==> config.mk <==
export PLATFORM = sky130hd
export DESIGN_NAME = radio_frame_deframer
export DESIGN_NICKNAME = d
export VERILOG_FILES = /design/src/rfd_pkg.sv /design/src/rfd_csr.sv /design/src/rfd_parser.sv /design/src/rfd_result_queue.sv /design/src/radio_frame_deframer.sv
export VERILOG_INCLUDE_DIRS = /design/src /design/src/src
export SDC_FILE = /design/constraint.sdc
export NUM_CORES = 1
export LEC_CHECK = 0
export ABC_AREA = 1
export BUFFER_PORTS_ARGS = -buffer_cell sky130_fd_sc_hd__buf_2
export CORE_MARGIN = 2
export CORE_UTILIZATION = 60
export DETAILED_ROUTE_END_ITERATION = 8
export GPL_TIMING_DRIVEN = 0
export PLACE_DENSITY_LB_ADDON = 0.15
export SLEW_MARGIN = 20
export SYNTH_ARGS = -nofsm -noshare
export SYNTH_HDL_FRONTEND = slang
export SYNTH_SLANG_ARGS = --single-unit
==> constraint.sdc <==
create_clock -name clock -period 7.7 [get_ports clock]
set_clock_uncertainty 0.05 [all_clocks]
set_input_delay 0.385 -clock clock [delete_from_list [all_inputs] [get_ports clock]]
set_output_delay 0.385 -clock clock [all_outputs]
set_load 0.005 [all_outputs]
==> src/radio_frame_deframer_macros.svh <==
// ---------------------------------------------------------------------------
// radio_frame_deframer assertion macros
// Shared concurrent assertion forms. The using module provides clock and reset.
// ---------------------------------------------------------------------------
`ifndef RADIO_FRAME_DEFRAMER_MACROS_SVH
`define RADIO_FRAME_DEFRAMER_MACROS_SVH

// same-cycle implication, disabled while in reset
`define RFD_ASSERT_IMP(lbl, ante, cons, msg) \
   lbl: assert property (@(posedge clock) disable iff (reset) (ante) |-> (cons)) \
      else $error(msg);

// next-cycle implication, disabled while in reset
`define RFD_ASSERT_NEXT(lbl, ante, cons, msg) \
   lbl: assert property (@(posedge clock) disable iff (reset) (ante) |=> (cons)) \
      else $error(msg);

`endif

==> src/rfd_pkg.sv <==
// ---------------------------------------------------------------------------
// rfd_pkg
// Types and fixed constants shared by the receive frame deframer modules.
// ---------------------------------------------------------------------------
`timescale 1ns / 1ps

package rfd_pkg;

   // result kinds
   typedef enum logic [1:0] {
      KIND_IQ        = 2'd0,
      KIND_MIC       = 2'd1,
      KIND_CONTROL   = 2'd2,
      KIND_FRAME_END = 2'd3
   } kind_type;

   // register indexes on the csr port
   typedef enum logic [1:0] {
      REG_ACTIVE_RECEIVERS = 2'd0,
      REG_RECEIVER_RATE    = 2'd1,
      REG_MIC_INCREMENT    = 2'd2,
      REG_UNUSED           = 2'd3
   } reg_index_type;

   localparam int CSR_ADDR_W = 4;
   localparam int CSR_DATA_W = 32;

   // register reset values
   localparam logic [2:0]  ACTIVE_RECEIVERS_RESET = 3'd0;
   localparam logic [18:0] RECEIVER_RATE_RESET    = 19'd192000;
   localparam logic [18:0] MIC_INCREMENT_RESET    = 19'd48000;

   // frame header layout
   localparam logic [7:0] SYNC_BYTE    = 8'h7F;
   localparam int         SYNC_LEN     = 3;
   localparam int         COMMAND_POS  = 3;
   localparam int         HEADER_BYTES = 8;

   // slot positions inside a sample group
   localparam logic [2:0] GP_I_LAST  = 3'd2;
   localparam logic [2:0] GP_Q_LAST  = 3'd5;
   localparam logic [2:0] GP_MIC_HI  = 3'd6;

   localparam int BYTES_PER_RECEIVER = 6;
   localparam int MIC_BYTES          = 2;

   // result queue
   localparam int QUEUE_DEPTH = 4;
   localparam int QPTR_W      = 2;
   localparam int QCNT_W      = 3;

   typedef struct packed {
      logic [2:0]  active_receivers;
      logic [18:0] receiver_rate;
      logic [18:0] mic_increment;
   } config_type;

   typedef struct packed {
      kind_type           kind;
      logic [1:0]         receiver;
      logic signed [23:0] i_sample;
      logic signed [23:0] q_sample;
      logic signed [15:0] mic_sample;
      logic [4:0]         control_address;
      logic [31:0]        control_word;
      logic [2:0]         status_bits;
      logic [5:0]         sample_count;
      logic               sync_ok;
      logic               last;
   } result_type;

   // up to two results written per byte
   typedef struct packed {
      logic [1:0] count;
      result_type slot0;
      result_type slot1;
   } push_type;

endpackage

==> src/rfd_csr.sv <==
// ---------------------------------------------------------------------------
// rfd_csr
// Configuration registers behind an apb-style write/read port.
// ---------------------------------------------------------------------------
`timescale 1ns / 1ps

module rfd_csr (
   input  logic                             clock,
   input  logic                             reset,
   input  logic                             csr_psel,
   input  logic                             csr_penable,
   input  logic                             csr_pwrite,
   input  logic [rfd_pkg::CSR_ADDR_W-1:0]   csr_paddr,
   input  logic [rfd_pkg::CSR_DATA_W-1:0]   csr_pwdata,
   output logic [rfd_pkg::CSR_DATA_W-1:0]   csr_prdata,
   output logic                             csr_pready,
   output rfd_pkg::config_type              cfg
);
   import rfd_pkg::*;

   logic [2:0]    active_receivers_ff;
   logic [18:0]   receiver_rate_ff;
   logic [18:0]   mic_increment_ff;
   logic          write_en;
   reg_index_type reg_index;

   assign csr_pready = 1'b1;
   assign write_en   = csr_psel & csr_penable & csr_pwrite & csr_pready;
   assign reg_index  = reg_index_type'(csr_paddr[3:2]);

   // register writes
   always_ff @(posedge clock) begin
      if (reset) begin
         active_receivers_ff <= ACTIVE_RECEIVERS_RESET;
         receiver_rate_ff    <= RECEIVER_RATE_RESET;
         mic_increment_ff    <= MIC_INCREMENT_RESET;
      end else if (write_en) begin
         unique case (reg_index)
            REG_ACTIVE_RECEIVERS: active_receivers_ff <= csr_pwdata[2:0];
            REG_RECEIVER_RATE:    receiver_rate_ff    <= csr_pwdata[18:0];
            REG_MIC_INCREMENT:    mic_increment_ff    <= csr_pwdata[18:0];
            default: ;
         endcase
      end
   end

   // read mux
   always_comb begin
      unique case (reg_index)
         REG_ACTIVE_RECEIVERS: csr_prdata = {29'd0, active_receivers_ff};
         REG_RECEIVER_RATE:    csr_prdata = {13'd0, receiver_rate_ff};
         REG_MIC_INCREMENT:    csr_prdata = {13'd0, mic_increment_ff};
         default:              csr_prdata = '0;
      endcase
   end

   assign cfg.active_receivers = active_receivers_ff;
   assign cfg.receiver_rate    = receiver_rate_ff;
   assign cfg.mic_increment    = mic_increment_ff;

endmodule

==> src/rfd_parser.sv <==
// ---------------------------------------------------------------------------
// rfd_parser
// Per-byte frame parser: sync check, control word capture, sample groups,
// mic decimator and frame-end report, all updated for each accepted byte.
// ---------------------------------------------------------------------------
`timescale 1ns / 1ps
`include "radio_frame_deframer_macros.svh"

module rfd_parser #(
   parameter int PAYLOAD_BYTES = 504,
   parameter int MAX_RECEIVERS = 4
) (
   input  logic                clock,
   input  logic                reset,
   input  logic                accept,
   input  logic [7:0]          data_byte,
   input  logic                frame_start,
   input  rfd_pkg::config_type cfg,
   output rfd_pkg::push_type   push
);
   import rfd_pkg::*;

   localparam int POS_W = $clog2(PAYLOAD_BYTES + HEADER_BYTES);
   localparam int PL_W  = $clog2(PAYLOAD_BYTES + 1);
   localparam int RX_W  = (MAX_RECEIVERS > 1) ? $clog2(MAX_RECEIVERS) : 1;
   localparam int CMP_W = (PL_W > 6) ? PL_W : 6;

   localparam logic [POS_W-1:0] LAST_POS    = POS_W'(HEADER_BYTES + PAYLOAD_BYTES - 1);
   localparam logic [POS_W-1:0] POS_SYNC    = POS_W'(SYNC_LEN);
   localparam logic [POS_W-1:0] POS_COMMAND = POS_W'(COMMAND_POS);
   localparam logic [POS_W-1:0] POS_HEADER  = POS_W'(HEADER_BYTES);
   localparam logic [POS_W-1:0] POS_CTL_END = POS_W'(HEADER_BYTES - 1);
   localparam logic [PL_W-1:0]  PL_FULL     = PL_W'(PAYLOAD_BYTES);
   localparam logic [3:0]       MAX_RX      = 4'(MAX_RECEIVERS);

   // frame state
   logic [POS_W-1:0] pos_ff,  pos_in,  pos_cur;
   logic             sync_ff, sync_in, sync_cur;
   logic [2:0]       gp_ff,   gp_in,   gp_cur;
   logic [RX_W-1:0]  rx_ff,   rx_in,   rx_cur;
   logic [PL_W-1:0]  pl_ff,   pl_in,   pl_cur;
   logic [5:0]       gc_ff,   gc_in,   gc_cur;
   logic [19:0]      acc_ff,  acc_in;
   // data holding registers
   logic [7:0]       cmd_ff,  cmd_in;
   logic [31:0]      ctl_ff,  ctl_in;
   logic [23:0]      iph_ff,  iph_in;
   logic [23:0]      ss_ff,   ss_in;
   logic [7:0]       mic_hi_ff, mic_hi_in;

   logic [3:0]       num_rx;
   logic [5:0]       group_size;
   logic [19:0]      acc_sum;
   logic             res_a_valid;
   logic             frame_end;
   result_type       res_a;
   result_type       res_b;

   // receivers per group, saturated, and group length in bytes
   always_comb begin
      if (cfg.active_receivers == 3'd0) begin
         num_rx = 4'd1;
      end else if ({1'b0, cfg.active_receivers} > MAX_RX) begin
         num_rx = MAX_RX;
      end else begin
         num_rx = {1'b0, cfg.active_receivers};
      end
      group_size = 6'(num_rx) * 6'(BYTES_PER_RECEIVER) + 6'(MIC_BYTES);
   end

   // a frame start restarts the frame counters before this byte
   always_comb begin
      pos_cur  = frame_start ? '0 : pos_ff;
      sync_cur = frame_start ? 1'b1 : sync_ff;
      gp_cur   = frame_start ? '0 : gp_ff;
      rx_cur   = frame_start ? '0 : rx_ff;
      pl_cur   = frame_start ? PL_FULL : pl_ff;
      gc_cur   = frame_start ? '0 : gc_ff;
   end

   assign acc_sum = acc_ff + {1'b0, cfg.mic_increment};

   // byte parse
   always_comb begin
      pos_in      = pos_cur;
      sync_in     = sync_cur;
      gp_in       = gp_cur;
      rx_in       = rx_cur;
      pl_in       = pl_cur;
      gc_in       = gc_cur;
      acc_in      = acc_ff;
      cmd_in      = cmd_ff;
      ctl_in      = ctl_ff;
      iph_in      = iph_ff;
      ss_in       = ss_ff;
      mic_hi_in   = mic_hi_ff;
      res_a_valid = 1'b0;
      res_a       = '0;
      res_b       = '0;
      frame_end   = 1'b0;

      priority if (pos_cur < POS_SYNC) begin
         if (data_byte != SYNC_BYTE) begin
            sync_in = 1'b0;
         end
      end else if (pos_cur == POS_COMMAND) begin
         cmd_in = data_byte;
      end else if (pos_cur < POS_HEADER) begin
         ctl_in = {ctl_ff[23:0], data_byte};
         if (pos_cur == POS_CTL_END && sync_cur) begin
            res_a_valid           = 1'b1;
            res_a.kind            = KIND_CONTROL;
            res_a.control_address = cmd_ff[7:3];
            res_a.control_word    = ctl_in;
            res_a.status_bits     = cmd_ff[2:0];
         end
      end else if (sync_cur && pl_cur != '0) begin
         priority if (gp_cur == '0 && rx_cur == '0
                      && CMP_W'(pl_cur) < CMP_W'(group_size)) begin
            // tail too short for a whole group
            pl_in = '0;
         end else if (gp_cur <= GP_Q_LAST) begin
            pl_in = pl_cur - PL_W'(1);
            ss_in = {ss_ff[15:0], data_byte};
            if (gp_cur == GP_I_LAST) begin
               iph_in = ss_in;
            end
            if (gp_cur == GP_Q_LAST) begin
               if (cfg.active_receivers != 3'd0) begin
                  res_a_valid    = 1'b1;
                  res_a.kind     = KIND_IQ;
                  res_a.receiver = 2'(rx_cur);
                  res_a.i_sample = iph_ff;
                  res_a.q_sample = ss_in;
               end
               if (4'(rx_cur) + 4'd1 < num_rx) begin
                  rx_in = rx_cur + RX_W'(1);
                  gp_in = '0;
               end else begin
                  gp_in = GP_MIC_HI;
               end
            end else begin
               gp_in = gp_cur + 3'd1;
            end
         end else if (gp_cur == GP_MIC_HI) begin
            pl_in     = pl_cur - PL_W'(1);
            mic_hi_in = data_byte;
            gp_in     = gp_cur + 3'd1;
         end else begin
            // mic low byte closes the group
            pl_in = pl_cur - PL_W'(1);
            if (acc_sum >= {1'b0, cfg.receiver_rate}) begin
               acc_in           = '0;
               res_a_valid      = 1'b1;
               res_a.kind       = KIND_MIC;
               res_a.mic_sample = {mic_hi_ff, data_byte};
            end else begin
               acc_in = acc_sum;
            end
            gp_in = '0;
            rx_in = '0;
            gc_in = gc_cur + 6'd1;
         end
      end else begin
         // header done and nothing left to parse
      end

      // frame end report and restart
      if (pos_cur >= LAST_POS) begin
         frame_end          = 1'b1;
         res_b.kind         = KIND_FRAME_END;
         res_b.sample_count = sync_in ? gc_in : 6'd0;
         res_b.sync_ok      = sync_in;
         res_b.last         = 1'b1;
         pos_in             = '0;
         sync_in            = 1'b1;
         gp_in              = '0;
         rx_in              = '0;
         pl_in              = PL_FULL;
         gc_in              = '0;
      end else begin
         pos_in = pos_cur + POS_W'(1);
      end
      res_a.last = !frame_end;
   end

   // results handed to the queue
   always_comb begin
      push.count = accept ? (2'(res_a_valid) + 2'(frame_end)) : 2'd0;
      push.slot0 = res_a_valid ? res_a : res_b;
      push.slot1 = res_b;
   end

   // control state
   always_ff @(posedge clock) begin
      if (reset) begin
         pos_ff  <= '0;
         sync_ff <= 1'b1;
         gp_ff   <= '0;
         rx_ff   <= '0;
         pl_ff   <= PL_FULL;
         gc_ff   <= '0;
         acc_ff  <= '0;
      end else if (accept) begin
         pos_ff  <= pos_in;
         sync_ff <= sync_in;
         gp_ff   <= gp_in;
         rx_ff   <= rx_in;
         pl_ff   <= pl_in;
         gc_ff   <= gc_in;
         acc_ff  <= acc_in;
      end
   end

   // data holding registers
   always_ff @(posedge clock) begin
      if (accept) begin
         cmd_ff    <= cmd_in;
         ctl_ff    <= ctl_in;
         iph_ff    <= iph_in;
         ss_ff     <= ss_in;
         mic_hi_ff <= mic_hi_in;
      end
   end

   // checks
   `RFD_ASSERT_IMP(a_pair_ends_frame, push.count == 2'd2,
      push.slot1.kind == KIND_FRAME_END && push.slot0.kind != KIND_CONTROL,
      "second result of a byte is not a frame end")
   `RFD_ASSERT_NEXT(a_mic_clears_acc, push.count != 2'd0 && push.slot0.kind == KIND_MIC,
      acc_ff == '0, "mic decimator not cleared after a mic sample")
   `RFD_ASSERT_NEXT(a_frame_end_restarts, push.count != 2'd0 && frame_end,
      pos_ff == '0 && gc_ff == '0 && pl_ff == PL_FULL, "frame counters not restarted")
   `RFD_ASSERT_IMP(a_pos_in_frame, 1'b1, pos_ff <= LAST_POS,
      "byte position beyond frame length")

endmodule

==> src/rfd_result_queue.sv <==
// ---------------------------------------------------------------------------
// rfd_result_queue
// Four-entry result queue: takes up to two results per cycle and
// delivers one per transaction on the result channel.
// ---------------------------------------------------------------------------
`timescale 1ns / 1ps
`include "radio_frame_deframer_macros.svh"

module rfd_result_queue (
   input  logic                 clock,
   input  logic                 reset,
   input  rfd_pkg::push_type    push,
   output logic                 room,
   output logic                 rsp_valid,
   input  logic                 rsp_ready,
   output rfd_pkg::result_type  head
);
   import rfd_pkg::*;

   result_type        entry_ff [QUEUE_DEPTH];
   logic [QPTR_W-1:0] wr_ptr_ff, wr_ptr_in;
   logic [QPTR_W-1:0] rd_ptr_ff, rd_ptr_in;
   logic [QCNT_W-1:0] count_ff,  count_in;
   logic [QPTR_W-1:0] wr_next;
   logic              pop;

   assign rsp_valid = (count_ff != '0);
   assign pop       = rsp_valid & rsp_ready;
   assign room      = (count_ff <= QCNT_W'(QUEUE_DEPTH - 2));
   assign head      = entry_ff[rd_ptr_ff];
   assign wr_next   = wr_ptr_ff + QPTR_W'(1);

   // pointer and fill updates
   always_comb begin
      wr_ptr_in = wr_ptr_ff + QPTR_W'(push.count);
      rd_ptr_in = rd_ptr_ff + QPTR_W'(pop);
      count_in  = count_ff + QCNT_W'(push.count) - QCNT_W'(pop);
   end

   always_ff @(posedge clock) begin
      if (reset) begin
         wr_ptr_ff <= '0;
         rd_ptr_ff <= '0;
         count_ff  <= '0;
      end else begin
         wr_ptr_ff <= wr_ptr_in;
         rd_ptr_ff <= rd_ptr_in;
         count_ff  <= count_in;
      end
   end

   // entry writes
   always_ff @(posedge clock) begin
      if (push.count != 2'd0) begin
         entry_ff[wr_ptr_ff] <= push.slot0;
      end
      if (push.count == 2'd2) begin
         entry_ff[wr_next] <= push.slot1;
      end
   end

   // checks
   `RFD_ASSERT_IMP(a_fill_bound, 1'b1, count_ff <= QCNT_W'(QUEUE_DEPTH),
      "result queue overfilled")
   `RFD_ASSERT_IMP(a_push_room, push.count != 2'd0, room,
      "results pushed without room")
   `RFD_ASSERT_IMP(a_pair_last, push.count == 2'd2, !push.slot0.last && push.slot1.last,
      "last flag wrong on a result pair")

endmodule

==> src/radio_frame_deframer.sv <==
// ---------------------------------------------------------------------------
// radio_frame_deframer
// Byte-serial receive frame parser: sync check, control word, IQ samples,
// decimated mic samples and a frame-end report per 512-byte frame.
// ---------------------------------------------------------------------------
//  channel   direction  handshake                    contents
//  req_      in         req_valid / req_ready        data_byte, frame_start
//  rsp_      out        rsp_valid / rsp_ready        one result per transaction
//  csr_      in/out     psel, penable, pwrite        3 registers at 0x0, 0x4, 0x8
//
//  One byte is accepted per cycle while the queue has room; its results enter
//  the queue at that edge and rsp_valid rises in the next cycle.
//  A byte yields at most two results (a sample or control word plus a frame
//  end), so the output side may need two transactions for such a byte.
//  req_ready comes from the queue fill level (at most two entries held).
//  Reset is synchronous: counters restart, registers take their reset
//  values and the queue empties; no clearing pass is needed.
// ---------------------------------------------------------------------------
`timescale 1ns / 1ps

module radio_frame_deframer #(
   parameter int PAYLOAD_BYTES = 504,
   parameter int MAX_RECEIVERS = 4
) (
   input  logic                            clock,
   input  logic                            reset,
   // input channel
   input  logic                            req_valid,
   output logic                            req_ready,
   input  logic [7:0]                      req_data_byte,
   input  logic                            req_frame_start,
   // result channel
   output logic                            rsp_valid,
   input  logic                            rsp_ready,
   output logic [1:0]                      rsp_kind,
   output logic [1:0]                      rsp_receiver,
   output logic signed [23:0]              rsp_i_sample,
   output logic signed [23:0]              rsp_q_sample,
   output logic signed [15:0]              rsp_mic_sample,
   output logic [4:0]                      rsp_control_address,
   output logic [31:0]                     rsp_control_word,
   output logic [2:0]                      rsp_status_bits,
   output logic [5:0]                      rsp_sample_count,
   output logic                            rsp_sync_ok,
   output logic                            rsp_last,
   // configuration port
   input  logic                            csr_psel,
   input  logic                            csr_penable,
   input  logic                            csr_pwrite,
   input  logic [rfd_pkg::CSR_ADDR_W-1:0]  csr_paddr,
   input  logic [rfd_pkg::CSR_DATA_W-1:0]  csr_pwdata,
   output logic [rfd_pkg::CSR_DATA_W-1:0]  csr_prdata,
   output logic                            csr_pready
);
   import rfd_pkg::*;

   config_type cfg;
   push_type   push;
   result_type head;
   logic       accept;

   assign accept = req_valid & req_ready;

   // configuration registers
   rfd_csr u_csr (
      .clock       (clock),
      .reset       (reset),
      .csr_psel    (csr_psel),
      .csr_penable (csr_penable),
      .csr_pwrite  (csr_pwrite),
      .csr_paddr   (csr_paddr),
      .csr_pwdata  (csr_pwdata),
      .csr_prdata  (csr_prdata),
      .csr_pready  (csr_pready),
      .cfg         (cfg)
   );

   // byte parser
   rfd_parser #(
      .PAYLOAD_BYTES (PAYLOAD_BYTES),
      .MAX_RECEIVERS (MAX_RECEIVERS)
   ) u_parser (
      .clock       (clock),
      .reset       (reset),
      .accept      (accept),
      .data_byte   (req_data_byte),
      .frame_start (req_frame_start),
      .cfg         (cfg),
      .push        (push)
   );

   // result queue
   rfd_result_queue u_queue (
      .clock     (clock),
      .reset     (reset),
      .push      (push),
      .room      (req_ready),
      .rsp_valid (rsp_valid),
      .rsp_ready (rsp_ready),
      .head      (head)
   );

   // result fields
   assign rsp_kind            = head.kind;
   assign rsp_receiver        = head.receiver;
   assign rsp_i_sample        = head.i_sample;
   assign rsp_q_sample        = head.q_sample;
   assign rsp_mic_sample      = head.mic_sample;
   assign rsp_control_address = head.control_address;
   assign rsp_control_word    = head.control_word;
   assign rsp_status_bits     = head.status_bits;
   assign rsp_sample_count    = head.sample_count;
   assign rsp_sync_ok         = head.sync_ok;
   assign rsp_last            = head.last;

endmodule

==> impl_metrics.tcl <==
set metrics [dict create \
    synth_flop_cell "dfxtp_1" \
    dieWidth_um 216 \
    start_kind "flop" \
    slew_viol_final 0 \
    clkTransAtPathRegs_ps 60 \
    die_h_um 216 \
    final_cell_mix "884 x nand2_1, 653 x o21ai_0, 522 x dfxtp_1" \
    endpoint_kind "flop" \
    antenna_found_initial 1 \
    grt_busiest_layer "met2" \
    finalPower_mw 8.65 \
    synth_top_area_share_pct 38.8 \
    pwr-share-comb_pct 23.7 \
    hold_path_class "input port to flop" \
    cts_setup_buffers 0 \
    max-slew-margin-rel_pct 22.8 \
    syn_avg_cell_area_um2 7.91 \
    wl_per_cell_um 19.8 \
    ctsResizeCount 0 \
    io_buffers 172 \
    drtPass1Iterations 7 \
    clockBufferDepth 3 \
    clockPowerShare_pct 36.4 \
    grt_use_total_pct 35.9 \
    die_area_um2 46600 \
    rsz0062_at_grt "false" \
    initial_core_util_pct 60.9 \
    cts_tree "built" \
    routed_wl_um 85600 \
    grt_use_met3_pct 7.63 \
    worstPathMaxFanout 10 \
    insertion_delay_ps 600 \
    status "finished, final reports clean" \
    worstMarginPinSlew_ps 1160 \
    core-area_um2 44200 \
    htreeDepth 3 \
    synthesis.area_um2 26900 \
    grt_pass1_wl_um 131000 \
    grtUsageMet1_pct 46.5 \
    cp_slowest_cell "nor2_2" \
    drtAntennaViolNets 0 \
    dp.cells 4189 \
    min_period_ps 7050 \
    worstPathRequired_ps 7900 \
    hpwl_um 59300 \
    final_common_cell "nand2_1" \
    p_int_mw 5.92 \
    overflow 0 \
    synth_top_cells_by_area "dfxtp_1 39%, edfxtp_1 13%, nand2_1 12%" \
    cts_buffers 66 \
    cpLargestDelayFamily "simple AND/OR/NAND/NOR gates" \
    synth_edf_count 120 \
    setup_violations 0 \
    cp_slowest_stage_delay_ps 700 \
    drive_above_1_share_pct 9.53 \
    fin_crit_sh_pct 91.6 \
    clkSinkCount 642 \
    seq_area_frac_synth_pct 52.2 \
    syn_to_final_growth_pct 14.7 \
    async_reset_ff_share_pct 0 \
    dr_total_vias 25700 \
    fp-row-count 77 \
    ir_worst_vdd_uv 193 \
    netlist.top_cell.by_area "dfxtp_1" \
    stdcell_count 4320 \
    drt-initial-drc-count 3005 \
    ys_types 49 \
    fmax_mhz 142 \
    drv_cap 0 \
    ys_warn_count 0 \
    power_density_nw_per_um2 280 \
    gp_congestion 0.957 \
    crit_buf_inv 7 \
    switchingPower_mw 2.72 \
    synthCells 3405 \
    timing.critical_path.mode_cell "nand2_1" \
    nets 3789 \
    timing.final.hold_violations 0 \
    io_pins 203 \
    seqPwrFrac_pct 39.9 \
    ys_ff_latch 642 \
    critPathKind "flop to flop" \
    clockRootBuffer "clkbuf_16" \
    routed_via_density 5.96 \
    gr-usage-met2_pct 57.2 \
    p_sw_share_pct 31.5 \
    grt_pass1_vias 24400 \
    cp.arrival_ps 7250 \
    p_leak_nw 12.3 \
    grt_max_degree 25 \
    drc 0 \
]
[power by group through the flow]
stage | clock (mW) | sequential (mW) | combinational, mW
after floorplan | 0 | 3.52 | 1.07
after global placement | 0 | 3.52 | 1.95
after detailed placement | 0 | 3.52 | 1.98
after CTS | 3.14 | 3.45 | 2.00
after global routing | 3.29 | 3.45 | 2.19
final | 3.15 | 3.45 | 2.05
[worst register-to-register path: cells and delay by family, from the launching register on]
family | cells | cell delay [ps]
simple gates | 18 | 2700
buf+inv | 7 | 1670
fa+ha+maj | 4 | 1320
compound gates | 2 | 440
flops | 1 | 340
xor+xnor | 1 | 200
[registers in the layout, summed over array words and instances, names as in the netlist]
register / count
u_queue.entry_ff: 464
u_parser.acc_ff: 20
u_queue.rd_ptr_ff: 2
u_parser.ctl_ff: 24
u_parser.cmd_ff: 8
u_csr.active_receivers_ff: 3
u_parser.sync_ff: 1
u_parser.gc_ff: 6
u_parser.pl_ff: 9
u_parser.iph_ff: 24
u_queue.wr_ptr_ff: 2
u_parser.rx_ff: 2
u_csr.receiver_rate_ff: 19
u_parser.pos_ff: 9
u_parser.gp_ff: 3
u_csr.mic_increment_ff: 19
u_queue.count_ff: 3
u_parser.mic_hi_ff: 8
u_parser.ss_ff: 16
[what timing repair did]
item / CTS / global route
hold buffers: 11 / 0
setup endpoints to repair: 0 / 0
endpoints found under the hold margin: 16 / 0
[synth_stat cells, drive strengths merged, types with 2 or more instances]
library cell / number
buf: 54
o221ai: 2
nor3b: 5
o211ai: 14
nand4: 15
xor2: 23
a21boi: 2
nor3: 20
o21ai: 671
a211oi: 2
ha: 59
clkbuf: 171
conb: 2
a21o: 6
nor4: 6
nand3: 50
inv: 140
xnor2: 13
nand2: 892
dfxtp: 522
clkinv: 5
fa: 2
edfxtp: 120
a21oi: 94
o22ai: 120
nor2: 383
o31ai: 2
[metal layers]
| layer | vias up | wire length (µm) |
|---|---|---|
| met1 | 12200 | 33800 |
| met3 | 247 | 9020 |
| li1 | 11900 | - |
| met5 | - | 9 |
| met4 | 2 | 3730 |
| met2 | 1443 | 39000 |
[layout make-up]
type	instances	area, µm²
plain buffers	225	951
multi-input cells	2405	11400
well taps	592	741
inverters	145	544
diodes	1	2.50
repair buffers	191	1010
clock inverters	17	143
flip-flops and latches	642	14100
clock buffers	102	1970
fillers	3579	13400
[logic make-up after synthesis]
group	Yosys count	share of synthesized area [%]
xor gates and xnor gates	36	1.17
buffers and inverters	370	5.55
and+or+nand+nor	1375	20.2
DFF	642	52.2
other	2	0.0279
AOI/OAI and AO/OA	919	18.0
adders and majority gates	61	2.89
[stage by stage]
step	setup slack [ps]	hold WS, ps	TNS (ps)	instance area, µm²	utilization [%]
after global placement	-193	381	-4600	28600	64.6
after floorplan	2190	371	0	27000	-
after CTS	836	2.07	0	30900	69.8
after detailed placement	897	384	0	28600	64.8
final	649	21.7	0	30900	69.8
after global routing	202	46.7	0	30900	69.8
[path summary, 6_finish.rpt]
check | cells after the start | start | slack [ps] | endpoint
worst max-delay path | 32 | u_csr.mic_increment_ff[0]$_SDFFE_PP0P_ | 650 | u_queue.entry_ff[0][4]$_DFFE_PP_
worst min-delay path | 3 | csr_pwdata[6] | 20 | u_csr.mic_increment_ff[6]$_SDFFE_PP0P_
worst max register to register | 32 | u_csr.mic_increment_ff[0]$_SDFFE_PP0P_ | 650 | u_queue.entry_ff[0][4]$_DFFE_PP_
worst min register to register | 2 | u_queue.entry_ff[1][56]$_SDFFE_PP0N_ | 400 | u_queue.entry_ff[1][56]$_SDFFE_PP0N_
Note: power is estimated with default switching activity, not from simulation.
